`config.mk`:
```
export PLATFORM = sky130hd
export DESIGN_NAME = wav_stream_to_pcm8_mono
export DESIGN_NICKNAME = d
export VERILOG_FILES = /design/src/design/wsp_pkg.sv /design/src/design/wsp_front.sv /design/src/design/wsp_fifo.sv /design/src/design/wsp_back.sv /design/src/design/wav_stream_to_pcm8_mono.sv
export SDC_FILE = /design/constraint.sdc
export NUM_CORES = 1
export LEC_CHECK = 0
export BUFFER_PORTS_ARGS = -buffer_cell sky130_fd_sc_hd__buf_2
export CORE_ASPECT_RATIO = 0.7
export CORE_MARGIN = 5
export CORE_UTILIZATION = 55
export CTS_BUF_LIST = sky130_fd_sc_hd__clkbuf_8 sky130_fd_sc_hd__clkbuf_16
export DETAILED_ROUTE_END_ITERATION = 16
export MAX_ROUTING_LAYER = met4
export PLACE_DENSITY_LB_ADDON = 0.3
export SKIP_CTS_REPAIR_TIMING = 1
export SLEW_MARGIN = 25
export SYNTH_ARGS = -nofsm -noshare
export SYNTH_HDL_FRONTEND = slang
export SYNTH_SLANG_ARGS = --single-unit
```
`constraint.sdc`:
```
create_clock -name clk_i -period 7.1 [get_ports clk_i]
set_input_delay 0 -clock clk_i [delete_from_list [all_inputs] [get_ports clk_i]]
set_output_delay 0 -clock clk_i [all_outputs]
set_load 0.05 [all_outputs]
```
`src/design/wsp_pkg.sv`:
```
// wsp_pkg: shared types and constants of the wav stream parser
// used by wsp_front, wsp_fifo, wsp_back and the top level
`timescale 1ns / 1ps

package wsp_pkg;

  // result kinds
  localparam logic [1:0] KIND_SAMPLE = 2'd0;
  localparam logic [1:0] KIND_FORMAT = 2'd1;
  localparam logic [1:0] KIND_ERROR  = 2'd2;

  // error codes
  localparam logic ERR_NOT_WAVE = 1'b0;
  localparam logic ERR_FORMAT   = 1'b1;

  // configuration register indexes
  localparam logic REG_CLOCK_HZ    = 1'b0;
  localparam logic REG_PLAY_ENABLE = 1'b1;

  localparam int unsigned CLK_W   = 27;
  localparam int unsigned PRE_W   = 20;
  localparam int unsigned RATE_W  = 16;
  localparam logic [CLK_W-1:0] CLOCK_HZ_RST = 27'd32000000;

  // command passed from the parser to the output side
  typedef struct packed {
    logic [1:0]        kind;
    logic [7:0]        sample;
    logic [1:0]        channels;
    logic [4:0]        bits;
    logic [RATE_W-1:0] rate;
    logic              err;
    logic              last;
  } cmd_t;

endpackage

```
`src/design/wsp_front.sv`:
```
// wsp_front: byte-wise RIFF/WAVE parser, one file byte per transfer
// depends on wsp_pkg; issues commands toward the queue
`timescale 1ns / 1ps

module wsp_front (
  input  logic            clk_i,
  input  logic            rst_ni,
  input  logic            in_valid_i,
  input  logic            in_ready_i,
  input  logic [7:0]      file_byte_i,
  input  logic            new_file_i,
  input  logic            play_en_i,
  output logic            push_o,
  output wsp_pkg::cmd_t   cmd_o
);

  localparam logic [3:0] PH_RIFF      = 4'd0;
  localparam logic [3:0] PH_RIFF_BAD  = 4'd1;
  localparam logic [3:0] PH_FMT_HDR   = 4'd2;
  localparam logic [3:0] PH_FMT_SKIP  = 4'd3;
  localparam logic [3:0] PH_FMT_BODY  = 4'd4;
  localparam logic [3:0] PH_FMT_EXTRA = 4'd5;
  localparam logic [3:0] PH_DATA_HDR  = 4'd6;
  localparam logic [3:0] PH_DATA_SKIP = 4'd7;
  localparam logic [3:0] PH_PLAY      = 4'd8;
  localparam logic [3:0] PH_DONE      = 4'd9;

  localparam logic [31:0] TAG_RIFF = 32'h52494646;
  localparam logic [31:0] TAG_WAVE = 32'h57415645;
  localparam logic [31:0] TAG_FMT  = 32'h666D7420;
  localparam logic [31:0] TAG_DATA = 32'h64617461;

  logic [3:0]  phase_q, phase_d;
  logic [4:0]  idx_q, idx_d;
  logic [31:0] tag_q, tag_d;
  logic [31:0] len_q, len_d;
  logic [31:0] skip_q, skip_d;
  logic [15:0] fmt_q, fmt_d;
  logic [15:0] chan_q, chan_d;
  logic [31:0] rate_q, rate_d;
  logic [15:0] bits_q, bits_d;
  logic [31:0] rem_q, rem_d;
  logic [7:0]  lo_q, lo_d;
  logic [7:0]  left_q, left_d;
  logic [1:0]  fb_q, fb_d;

  logic        accept;
  assign accept = in_valid_i && in_ready_i;

  // parse one byte
  always_comb begin
    logic       hdr_done;
    logic       fmt_ok;
    logic       two_b;
    logic       stereo;
    logic [2:0] fsize;
    logic [2:0] fb_nxt;
    logic       ch;
    logic [7:0] cv;
    logic [8:0] sum;
    logic       chan_done;
    logic [7:0] b;
    phase_d = phase_q; idx_d = idx_q; tag_d = tag_q; len_d = len_q;
    skip_d = skip_q; fmt_d = fmt_q; chan_d = chan_q; rate_d = rate_q;
    bits_d = bits_q; rem_d = rem_q; lo_d = lo_q; left_d = left_q; fb_d = fb_q;
    push_o = 1'b0;
    cmd_o = '0;
    hdr_done = 1'b0;
    b = file_byte_i;
    two_b = 1'b0; stereo = 1'b0; fsize = 3'd1; fb_nxt = 3'd0; ch = 1'b0;
    cv = 8'd0; sum = 9'd0; chan_done = 1'b1; fmt_ok = 1'b0;

    // start of a new file restarts the parse
    if (new_file_i) begin
      phase_d = PH_RIFF; idx_d = '0; tag_d = '0; len_d = '0; skip_d = '0;
      fmt_d = '0; chan_d = '0; rate_d = '0; bits_d = '0; rem_d = '0;
      lo_d = '0; left_d = '0; fb_d = '0;
    end

    // shared chunk header collection
    if (phase_d == PH_FMT_HDR || phase_d == PH_DATA_HDR) begin
      if (idx_d == 5'd0) len_d = '0;
      if (idx_d < 5'd4) begin
        tag_d = {tag_d[23:0], b};
      end else begin
        case (idx_d[1:0])
          2'd0:    len_d[7:0]   = b;
          2'd1:    len_d[15:8]  = b;
          2'd2:    len_d[23:16] = b;
          default: len_d[31:24] = b;
        endcase
      end
      idx_d = idx_d + 5'd1;
      if (idx_d >= 5'd8) begin
        idx_d = '0;
        hdr_done = 1'b1;
      end
    end

    case (phase_d)
      PH_RIFF, PH_RIFF_BAD: begin
        tag_d = {tag_d[23:0], b};
        if (idx_d == 5'd3 && tag_d != TAG_RIFF) phase_d = PH_RIFF_BAD;
        if (idx_d >= 5'd11) begin
          idx_d = '0;
          if (phase_d == PH_RIFF && tag_d == TAG_WAVE) begin
            phase_d = PH_FMT_HDR;
          end else begin
            phase_d = PH_DONE;
            push_o = 1'b1;
            cmd_o.kind = wsp_pkg::KIND_ERROR;
            cmd_o.err = wsp_pkg::ERR_NOT_WAVE;
          end
        end else begin
          idx_d = idx_d + 5'd1;
        end
      end
      PH_FMT_HDR: begin
        if (hdr_done) begin
          if (tag_d == TAG_FMT) begin
            skip_d = (len_d > 32'd16) ? len_d - 32'd16 : 32'd0;
            fmt_d = '0; chan_d = '0; rate_d = '0; bits_d = '0;
            phase_d = PH_FMT_BODY;
          end else if (len_d != 32'd0) begin
            skip_d = len_d;
            phase_d = PH_FMT_SKIP;
          end
        end
      end
      PH_FMT_SKIP, PH_FMT_EXTRA, PH_DATA_SKIP: begin
        skip_d = skip_d - 32'd1;
        if (skip_d == 32'd0)
          phase_d = (phase_d == PH_FMT_SKIP) ? PH_FMT_HDR : PH_DATA_HDR;
      end
      PH_FMT_BODY: begin
        case (idx_d)
          5'd0:    fmt_d[7:0]    = b;
          5'd1:    fmt_d[15:8]   = b;
          5'd2:    chan_d[7:0]   = b;
          5'd3:    chan_d[15:8]  = b;
          5'd4:    rate_d[7:0]   = b;
          5'd5:    rate_d[15:8]  = b;
          5'd6:    rate_d[23:16] = b;
          5'd7:    rate_d[31:24] = b;
          5'd14:   bits_d[7:0]   = b;
          5'd15:   bits_d[15:8]  = b;
          default: ;
        endcase
        idx_d = idx_d + 5'd1;
        if (idx_d >= 5'd16) begin
          idx_d = '0;
          phase_d = (skip_d != 32'd0) ? PH_FMT_EXTRA : PH_DATA_HDR;
        end
      end
      PH_DATA_HDR: begin
        if (hdr_done) begin
          if (tag_d != TAG_DATA) begin
            if (len_d != 32'd0) begin
              skip_d = len_d;
              phase_d = PH_DATA_SKIP;
            end
          end else begin
            rem_d = len_d;
            fb_d = '0;
            fmt_ok = (fmt_d == 16'd1) && (chan_d == 16'd1 || chan_d == 16'd2) &&
                     (bits_d == 16'd8 || bits_d == 16'd16) &&
                     rate_d >= 32'd100 && rate_d <= 32'd44200 && rem_d != 32'd0;
            push_o = 1'b1;
            if (!fmt_ok) begin
              phase_d = PH_DONE;
              cmd_o.kind = wsp_pkg::KIND_ERROR;
              cmd_o.err = wsp_pkg::ERR_FORMAT;
            end else begin
              phase_d = play_en_i ? PH_PLAY : PH_DONE;
              cmd_o.kind = wsp_pkg::KIND_FORMAT;
              cmd_o.channels = chan_d[1:0];
              cmd_o.bits = bits_d[4:0];
              cmd_o.rate = rate_d[15:0];
            end
          end
        end
      end
      PH_PLAY: begin
        two_b = (bits_d == 16'd16);
        stereo = (chan_d == 16'd2);
        fsize = 3'd1 << ({1'b0, two_b} + {1'b0, stereo});
        ch = two_b ? fb_d[1] : fb_d[0];
        cv = b;
        rem_d = rem_d - 32'd1;
        if (two_b) begin
          if (!fb_d[0]) begin
            lo_d = b;
            chan_done = 1'b0;
          end else begin
            // signed word / 256 toward zero, then offset to unsigned
            cv = {~b[7], b[6:0]} + {7'd0, (b[7] && lo_d != 8'd0)};
          end
        end
        if (chan_done) begin
          if (!stereo) begin
            push_o = 1'b1;
            cmd_o.sample = cv;
          end else if (!ch) begin
            left_d = cv;
          end else begin
            sum = {1'b0, left_d} + {1'b0, cv};
            push_o = 1'b1;
            cmd_o.sample = sum[8:1];
          end
        end
        cmd_o.kind = wsp_pkg::KIND_SAMPLE;
        fb_nxt = {1'b0, fb_d} + 3'd1;
        fb_d = (fb_nxt >= fsize) ? 2'd0 : fb_nxt[1:0];
        cmd_o.last = (rem_d < {29'd0, fsize});
        if (rem_d == 32'd0) phase_d = PH_DONE;
      end
      default: ;
    endcase
  end

  // control state
  always_ff @(posedge clk_i or negedge rst_ni) begin
    if (!rst_ni) begin
      phase_q <= PH_RIFF;
      idx_q   <= '0;
      fb_q    <= '0;
    end else if (accept) begin
      phase_q <= phase_d;
      idx_q   <= idx_d;
      fb_q    <= fb_d;
    end
  end

  // parse payload state
  always_ff @(posedge clk_i or negedge rst_ni) begin
    if (!rst_ni) begin
      tag_q <= '0; len_q <= '0; skip_q <= '0; fmt_q <= '0; chan_q <= '0;
      rate_q <= '0; bits_q <= '0; rem_q <= '0; lo_q <= '0; left_q <= '0;
    end else if (accept) begin
      tag_q <= tag_d; len_q <= len_d; skip_q <= skip_d; fmt_q <= fmt_d;
      chan_q <= chan_d; rate_q <= rate_d; bits_q <= bits_d; rem_q <= rem_d;
      lo_q <= lo_d; left_q <= left_d;
    end
  end

endmodule

```
`src/design/wsp_fifo.sv`:
```
// wsp_fifo: two-entry command queue between parser and output side
// depends on wsp_pkg for the command type
`timescale 1ns / 1ps

module wsp_fifo (
  input  logic          clk_i,
  input  logic          rst_ni,
  input  logic          push_i,
  input  wsp_pkg::cmd_t wdata_i,
  input  logic          pop_i,
  output wsp_pkg::cmd_t rdata_o,
  output logic          full_o,
  output logic          empty_o
);

  wsp_pkg::cmd_t mem_q [2];
  logic       wptr_q, rptr_q;
  logic [1:0] cnt_q;

  assign full_o  = (cnt_q == 2'd2);
  assign empty_o = (cnt_q == 2'd0);
  assign rdata_o = mem_q[rptr_q];

  // storage
  always_ff @(posedge clk_i) begin
    if (push_i) mem_q[wptr_q] <= wdata_i;
  end

  // pointers and fill count
  always_ff @(posedge clk_i or negedge rst_ni) begin
    if (!rst_ni) begin
      wptr_q <= 1'b0;
      rptr_q <= 1'b0;
      cnt_q  <= '0;
    end else begin
      if (push_i) wptr_q <= ~wptr_q;
      if (pop_i)  rptr_q <= ~rptr_q;
      cnt_q <= cnt_q + {1'b0, push_i} - {1'b0, pop_i};
    end
  end

endmodule

```
`src/design/wsp_back.sv`:
```
// wsp_back: drains commands, runs the prescaler division, holds the result
// depends on wsp_pkg; the divider is serial, one quotient bit per cycle
`timescale 1ns / 1ps

module wsp_back (
  input  logic                     clk_i,
  input  logic                     rst_ni,
  input  logic [wsp_pkg::CLK_W-1:0] clock_hz_i,
  input  wsp_pkg::cmd_t            cmd_i,
  input  logic                     empty_i,
  output logic                     pop_o,
  output logic                     out_valid_o,
  input  logic                     out_ready_i,
  output wsp_pkg::cmd_t            res_o,
  output logic [wsp_pkg::PRE_W-1:0] prescaler_o
);

  localparam logic [1:0] BS_IDLE = 2'd0;
  localparam logic [1:0] BS_DIV  = 2'd1;
  localparam logic [1:0] BS_SEND = 2'd2;

  logic [1:0]                   state_q, state_d;
  logic [4:0]                   cnt_q;
  logic [wsp_pkg::CLK_W-1:0]    quo_q;
  logic [wsp_pkg::RATE_W-1:0]   rem_q;
  wsp_pkg::cmd_t                hold_q;
  logic                         ov_q;
  wsp_pkg::cmd_t                res_q;
  logic [wsp_pkg::PRE_W-1:0]    pre_q;

  logic                         slot_free;
  logic [wsp_pkg::RATE_W:0]     shifted;
  logic [wsp_pkg::RATE_W:0]     trial;
  logic                         ge;

  assign slot_free   = !ov_q || out_ready_i;
  assign out_valid_o = ov_q;
  assign res_o       = res_q;
  assign prescaler_o = pre_q;

  // one restoring division step
  assign shifted = {rem_q, quo_q[wsp_pkg::CLK_W-1]};
  assign trial   = shifted - {1'b0, hold_q.rate};
  assign ge      = (shifted >= {1'b0, hold_q.rate});

  assign pop_o = (state_q == BS_IDLE) && !empty_i && slot_free;

  // sequencer
  always_comb begin
    state_d = state_q;
    case (state_q)
      BS_IDLE: if (pop_o && cmd_i.kind == wsp_pkg::KIND_FORMAT) state_d = BS_DIV;
      BS_DIV:  if (cnt_q == 5'd1) state_d = BS_SEND;
      BS_SEND: if (slot_free) state_d = BS_IDLE;
      default: state_d = BS_IDLE;
    endcase
  end

  always_ff @(posedge clk_i or negedge rst_ni) begin
    if (!rst_ni) begin
      state_q <= BS_IDLE;
      cnt_q   <= '0;
      ov_q    <= 1'b0;
    end else begin
      state_q <= state_d;
      if (pop_o) cnt_q <= 5'(wsp_pkg::CLK_W);
      else if (state_q == BS_DIV) cnt_q <= cnt_q - 5'd1;
      if (pop_o && cmd_i.kind != wsp_pkg::KIND_FORMAT) ov_q <= 1'b1;
      else if (state_q == BS_SEND && slot_free) ov_q <= 1'b1;
      else if (out_ready_i) ov_q <= 1'b0;
    end
  end

  // divider datapath and output register
  always_ff @(posedge clk_i) begin
    if (pop_o) begin
      hold_q <= cmd_i;
      quo_q  <= clock_hz_i;
      rem_q  <= '0;
      if (cmd_i.kind != wsp_pkg::KIND_FORMAT) begin
        res_q <= cmd_i;
        pre_q <= '0;
      end
    end else if (state_q == BS_DIV) begin
      rem_q <= ge ? trial[wsp_pkg::RATE_W-1:0] : shifted[wsp_pkg::RATE_W-1:0];
      quo_q <= {quo_q[wsp_pkg::CLK_W-2:0], ge};
    end else if (state_q == BS_SEND && slot_free) begin
      res_q <= hold_q;
      pre_q <= (|quo_q[wsp_pkg::CLK_W-1:wsp_pkg::PRE_W]) ? '1 :
               quo_q[wsp_pkg::PRE_W-1:0];
    end
  end

  a_pre_only_format: assert property (@(posedge clk_i) disable iff (!rst_ni)
    ov_q && res_q.kind != wsp_pkg::KIND_FORMAT |-> pre_q == '0)
    else $error("prescaler set on a non-format result");
  a_kind_legal: assert property (@(posedge clk_i) disable iff (!rst_ni)
    ov_q |-> res_q.kind != 2'd3)
    else $error("illegal result kind");
  a_div_rate: assert property (@(posedge clk_i) disable iff (!rst_ni)
    state_q == BS_DIV |-> hold_q.rate >= 16'd100)
    else $error("division started with an unchecked rate");
  a_no_pop_busy: assert property (@(posedge clk_i) disable iff (!rst_ni)
    state_q != BS_IDLE |-> !pop_o)
    else $error("queue drained while divider busy");

endmodule

```
`src/design/wav_stream_to_pcm8_mono.sv`:
```
// wav_stream_to_pcm8_mono: top level of the WAV byte stream parser
// depends on wsp_pkg, wsp_front, wsp_fifo and wsp_back
`timescale 1ns / 1ps

// Takes a WAV file one byte per transfer and returns format, error and
// 8-bit mono sample results. Bytes are taken one per cycle while the
// two-entry command queue has room; the parser itself never stalls. A
// format result goes through the 27-step serial divider in the output
// side that forms clock_hz / rate, so the queue can fill and the byte
// input pause while the divider runs, once per file. Samples and errors
// skip the divider and go straight to the output register. Configuration
// registers: index 0 clock_hz, index 1 play_enable.
module wav_stream_to_pcm8_mono (
  input  logic        clk_i,
  input  logic        rst_ni,
  input  logic        cfg_we_i,
  input  logic        cfg_index_i,
  input  logic [26:0] cfg_data_i,
  input  logic        in_valid_i,
  output logic        in_ready_o,
  input  logic [7:0]  file_byte_i,
  input  logic        new_file_i,
  output logic        out_valid_o,
  input  logic        out_ready_i,
  output logic [1:0]  kind_o,
  output logic [7:0]  sample_o,
  output logic [1:0]  channels_o,
  output logic [4:0]  bits_per_sample_o,
  output logic [15:0] sample_rate_o,
  output logic [19:0] prescaler_o,
  output logic        error_code_o,
  output logic        last_o
);

  logic [wsp_pkg::CLK_W-1:0] clock_hz_q;
  logic                      play_en_q;
  logic                      push, pop, full, empty;
  wsp_pkg::cmd_t             cmd_w, cmd_r, res;

  // configuration registers
  always_ff @(posedge clk_i or negedge rst_ni) begin
    if (!rst_ni) begin
      clock_hz_q <= wsp_pkg::CLOCK_HZ_RST;
      play_en_q  <= 1'b1;
    end else if (cfg_we_i) begin
      if (cfg_index_i == wsp_pkg::REG_CLOCK_HZ)    clock_hz_q <= cfg_data_i;
      if (cfg_index_i == wsp_pkg::REG_PLAY_ENABLE) play_en_q  <= cfg_data_i[0];
    end
  end

  assign in_ready_o = !full;

  wsp_front u_front (
    .clk_i       (clk_i),
    .rst_ni      (rst_ni),
    .in_valid_i  (in_valid_i),
    .in_ready_i  (in_ready_o),
    .file_byte_i (file_byte_i),
    .new_file_i  (new_file_i),
    .play_en_i   (play_en_q),
    .push_o      (push),
    .cmd_o       (cmd_w)
  );

  wsp_fifo u_fifo (
    .clk_i   (clk_i),
    .rst_ni  (rst_ni),
    .push_i  (push && in_valid_i && in_ready_o),
    .wdata_i (cmd_w),
    .pop_i   (pop),
    .rdata_o (cmd_r),
    .full_o  (full),
    .empty_o (empty)
  );

  wsp_back u_back (
    .clk_i       (clk_i),
    .rst_ni      (rst_ni),
    .clock_hz_i  (clock_hz_q),
    .cmd_i       (cmd_r),
    .empty_i     (empty),
    .pop_o       (pop),
    .out_valid_o (out_valid_o),
    .out_ready_i (out_ready_i),
    .res_o       (res),
    .prescaler_o (prescaler_o)
  );

  // result fields
  assign kind_o            = res.kind;
  assign sample_o          = res.sample;
  assign channels_o        = res.channels;
  assign bits_per_sample_o = res.bits;
  assign sample_rate_o     = res.rate;
  assign error_code_o      = res.err;
  assign last_o            = res.last;

endmodule
```
Word level (Yosys, flattened, before mapping)
Memory sizes are Yosys's and may differ from the RTL's.
Cells that the tools add are included.

storage, ports and cells
  flip-flop bits (word level) = 408
  RAM bits = 70
  bits of input ports = 42
  output and inout port bits = 57
  memories kept = 1

memories
  memory        depth  width  rd ports  clocked after Yosys merged registers in  write ports  RTL line        text
  u_fifo.mem_q  2      35     1         0                                        1            wsp_fifo.sv:16  wsp_pkg::cmd_t mem_q [2];

cells by class
  add/sub/neg operators = 13
  magnitude comparators = 10
  eq/ne operators = 39
  shifts and indexed selects = 1
  mux-type cells = 146
  bitwise operators = 4
  reduce and logical (&&, ||, !) cells = 46

operators by type and width
  kind                   number
  $mux 32                21
  $mux 8                 30
  $mux 16                10
  $mux 35                4
  $pmux 32 s2            2
  $mux 20                5
  $pmux 16 s2            3
  $pmux 32 s3            1
  $eq 32x31->1 const B   2
  $logic_not 32->1       2
  $ne 32x31->1 const B   2
  $reduce_bool 32->1     2
  $sub 32x1->32 const B  2
  $mux 4                 15
  $mux 27                2
  $mux 24                2
  $mux 23                2
  $mux 5                 7
  $eq 16x1->1 const B    2
  $ge 32x7->1 const B    1
  $gt 32x5->1 const B    1
  $le 32x16->1 const B   1
  $lt 32x3->1            1
  $sub 32x5->32 const B  1
  other kinds (53)       138

Depth between registers and ports, before layout
  word-level depth = 18
  depth in mapped cells = 23
  gate-level depth less buffers = 18

Modules after synthesis
Synthesis repeated with hierarchy kept, for this count alone.

second synthesis, totals
  cell total of the unflattened synthesis = 2851
  area, all modules = 27520.1 µm²

modules (own cells, without submodules)
  module                   instances  cells an instance  area each (µm²)
  wsp_front                1          2087               17083.9
  wsp_back                 1          577                6383.6
  wsp_fifo                 1          124                2872.8
  wav_stream_to_pcm8_mono  1          63                 1179.9

Worst setup path before layout
OpenSTA, ideal clock, no wires.

  path type = flip-flop to flip-flop
  start point = reg u_back.ov_q (netlist: u_back.out_valid_o)
  end point = reg u_back.pre_q (netlist bit u_back.prescaler_o[0]), enable pin
  setup time = 0.544 ns
  arrival time = 4.665 ns
  data required time = 6.556 ns
  path slack = 1.891 ns
  cell stages (with the launch flop) = 3
  buffers on the path = 0
  period minus slack after synthesis = 5.209 ns
  cells stage by stage = dfrtp_1 -> nor2b_1 -> o21ai_0

on the way
  word-level cells in the longest chain between the ends = 5

RTL lines
  item                                                       RTL line                        text
  start: declaration                                         wsp_back.sv:27                  logic ov_q;
  start signal: assignment                                   wsp_back.sv:63                  ov_q <= 1'b0;
  start signal: assignment                                   wsp_back.sv:68                  if (pop_o && cmd_i.kind != wsp_pkg::KIND_FORMAT) ov_q <= 1'b1;
  start signal: assignment                                   wsp_back.sv:69                  else if (state_q == BS_SEND && slot_free) ov_q <= 1'b1;
  $logic_not 1->1 *                                          wsp_back.sv:36                  assign slot_free = !ov_q || out_ready_i;
  $logic_or 1x1->1 *                                         wsp_back.sv:36
  $logic_and 1x1->1, on equally long branches                wsp_back.sv:46, wsp_back.sv:87
  $ne 2x1->1 (no source line), or another cell as far along  n/a
  $reduce_and 3->1 (no source line) *                        n/a
  end signal: assignment                                     wsp_back.sv:89                  pre_q <= (|quo_q[wsp_pkg::CLK_W-1:wsp_pkg::PRE_W]) ? '1 :
  end: declaration                                           wsp_back.sv:29                  logic [wsp_pkg::PRE_W-1:0] pre_q;

Every way passes the cells marked *; elsewhere a longest branch is shown, timed or not.
A chain may end at the register's enable or synchronous reset.

Worst setup path in the final report
  start point = in new_file_i
  end point = reg u_front.phase_q[0]

on the way
  word-level cells in the longest chain between the ends = 14

RTL lines
  item                                                  RTL line                       text
  start: declaration                                    wav_stream_to_pcm8_mono.sv:22  input logic new_file_i,
  branches (longest 13 deep; another with $add 5x1->5)  n/a
  $pmux 4 s6 *                                          wsp_front.sv:100               case (phase_d)
  end signal: assignment                                wsp_front.sv:228               phase_q <= phase_d;
  end: declaration                                      wsp_front.sv:33                logic [3:0] phase_q, phase_d;

Every way passes the cells marked *. The select of a mux whose other input is x is not followed.

==> flow_summary.ini <==
[setup_path]
worstRegToRegCells = 12
cp_data_required_time_ns = 7.57
worstPathArrival_ns = 5.65
critical_path.max_fanout = 125
end_kind = flip-flop
crit_type = in2reg
startpoint_type = input port

[placement]
place_congestion = 1.04
io_buffers = 98
dpl_cell_area_um2 = 28500
dp.cells = 3576
dp_hpwl_mm = 62.2
place_ws_ns = 2.04

[synthesis]
syn-instance-count = 2953
synth_edf_count = 187
synth_seq_cells = 478
synth.avg_cell_area_um2 = 9.30
yosysWarnings = 0
synth_area_um2 = 27400
synthDistinctLibCells = 110
synth_flop_cell = dfrtp_1
synth-async-reset-ratio_pct = 57.5
seq_area_frac_synth_pct = 46.7

[global_routing]
antenna_found_initial = 2
grt_usage_pct = 32.8
grt_max_degree = 150
overflow = 0
first_global_vias = 23400
grt_pass1_wl_mm = 139

[worst_hold_path]
hold_path.class = in2async

[floorplan]
num_rows = 68
coreArea_um2 = 49300
die_w_um = 277
die_h_um = 197
dieArea_um2 = 54500
start_util_pct = 55.6
ios = 99

[cells_and_area]
drive_gt1_share_pct = 12.7
mostFrequentLayoutCells = 473 x nand2_1, 300 x o21ai_0, 267 x dfrtp_1
area_growth_pct = 11.5
fin_util_pct = 62.0
multi_input_area_um2 = 13700
fillerInstances = 4050
layoutNonFillerInstCount = 3706
regArea_um2 = 12800
nets = 3099
fin_area_um2 = 30600
final_common_cell = nand2_1

[timing]
fmax_mhz = 193
setup_viol = 0
clock_skew_ns = 0.0256
whs_ns = -0.00581
final_hold_viol_count = 2
report.final.slew_viol_count = 0
tns_ns = 0
finalWorstPathRequiredPeriod_ns = 5.18
setup_ws_ns = 1.92
fin_crit_sh_pct = 73.0
slew_headroom_pct = 26.7
worstMarginPinSlew_ns = 1.09
rsz0062_at_grt = false

[clocking]
clk_path_buf_depth = 3
root_buffer = clkbuf_16
htreeDepth = 2
cts_tree = yes
clkLatencyLatePin_ns = 0.60
clock-sinks = 478
cts_buffers = 46
clk_pin_slew_ns = 0.06

[drt]
wl_per_cell_um = 24.6
firstDrtPassIters = 6
initialDrtViolationCount = 3844
via_per_inst = 6.71
drc_errors = 0
wl_mm = 91.1
vias = 24900
antenna_left = 0

[outcome]
status = finished, violations left
violations = hold timing

[pwr]
p_leak_nw = 12.2
power_mw = 12.8
irDropWorstVdd_uv = 299
powerDensity_nw_per_um2 = 417

[job]
max_cap_violations = 0
==> final timing paths <==
check                                                   start                             end  slack (ns)
worst max-delay path                               new_file_i  u_front.phase_q[0]$_DFFE_PN0P_        1.92
worst min-delay path                                   rst_ni   u_front.skip_q[1]$_DFFE_PN0P_      -0.006
worst max register to register   u_front.idx_q[1]$_DFFE_PN0P_  u_front.skip_q[22]$_DFFE_PN0P_        2.02
worst min register to register  u_back.rem_q[15]$_SDFFE_PP0P_   u_back.rem_q[15]$_SDFFE_PP0P_        0.47
max in group asynchronous                              rst_ni   u_front.tag_q[24]$_DFFE_PN0P_        5.72
min in group clk_i                             file_byte_i[2]     u_front.lo_q[2]$_DFFE_PN0P_        0.02
==> flip-flops by register name, summed over array words and instances (netlist names), 4 cells and up <==
name,cells
u_front.idx_q,5
u_front.rem_q,32
u_front.phase_q,4
u_back.rem_q,16
u_front.bits_q,16
u_front.lo_q,8
u_back.res_o,35
u_front.skip_q,32
u_front.fmt_q,16
u_front.chan_q,16
u_back.quo_q,27
u_back.prescaler_o,20
clock_hz_q,27
u_back.hold_q,35
u_front.len_q,32
u_fifo.mem_q,70
u_front.rate_q,32
u_front.tag_q,32
u_back.cnt_q,5
u_front.left_q,8
==> Yosys cell counts, drive strengths merged, types with 14 or more instances <==
cell type,count,share of area (%)
a211oi,20,0.67
a21o,15,0.41
a21oi,155,2.9
a221oi,16,0.58
a22o,44,1.4
a22oi,48,1.3
a31oi,35,0.80
and2,38,0.88
and3,32,0.75
buf,41,0.83
clkbuf,153,2.1
dfrtp,267,24
dfxtp,16,1.2
edfxtp,187,20
ha,53,2.4
inv,64,0.88
mux2,76,3.1
mux2i,36,1.3
nand2,475,6.5
nand2b,22,0.50
nand3,70,1.3
nand4,30,0.74
nor2,165,2.3
nor2b,37,0.84
nor3,86,1.6
nor4,54,1.3
o211ai,26,0.71
o21ai,319,5.8
o22ai,18,0.41
or2,14,0.32
or3,17,0.39
or4,18,0.49
xnor2,46,1.5
xor2,24,0.77
==> power by group <==
group	leakage [nW]	internal [mW]	switching (mW)
Sequential	5.61	3.62	0.627
Combinational	5.82	1.86	3.95
Clock	0.808	1.53	1.17
Total	12.2	7.02	5.75
==> area by class of cell <==
| type | count | share of cell area [%] |
|---|---|---|
| clock inverter | 37 | 1.48 |
| tap | 665 | 2.72 |
| multi-input combinational | 2221 | 44.8 |
| antenna | 1 | 0.00818 |
| timing repair buffer | 190 | 4.42 |
| sequential | 478 | 41.9 |
| clock buffer | 49 | 3.90 |
| inverter | 65 | 0.801 |
==> routing by layer <==
metal  global-route usage (%)  vias up  share of wire, %
met1                     48.3    12100                43
met3                     8.41      208                12
met4                     7.78        0               2.2
li1                         -    11000                 -
met2                     45.8     1513                43
met5                        -        -                 0
==> cell families (layout without fill, tap and decap cells) <==
family / after synthesis / count (layout) / synth area share (%)
other: 1 / 7 / 0.0137
XOR/XNOR: 70 / 70 / 2.23
AO/OA/AOI/OAI: 849 / 849 / 19.9
multiplexers: 112 / 112 / 4.43
buffers and inverters: 259 / 341 / 3.82
AND/OR/NAND/NOR: 1129 / 1129 / 20.3
adder cells (fa/ha/maj): 55 / 55 / 2.56
flip-flops: 478 / 478 / 46.7
==> worst max-delay path, cell delays in order <==
cell and delay (ns):
dlygate4sd3_1 0.53, buf_4 0.41, buf_12 0.50, inv_2 0.55
nand2_1 0.35, ha_1 0.55, o21ai_1 0.49, a311oi_1 0.63
nand3_1 0.17, nor4_1 0.32, nand4_1 0.25, nor4_1 0.51
nand2b_1 0.19, a31oi_1 0.08
No activity file was read; power rests on OpenSTA's default activity.
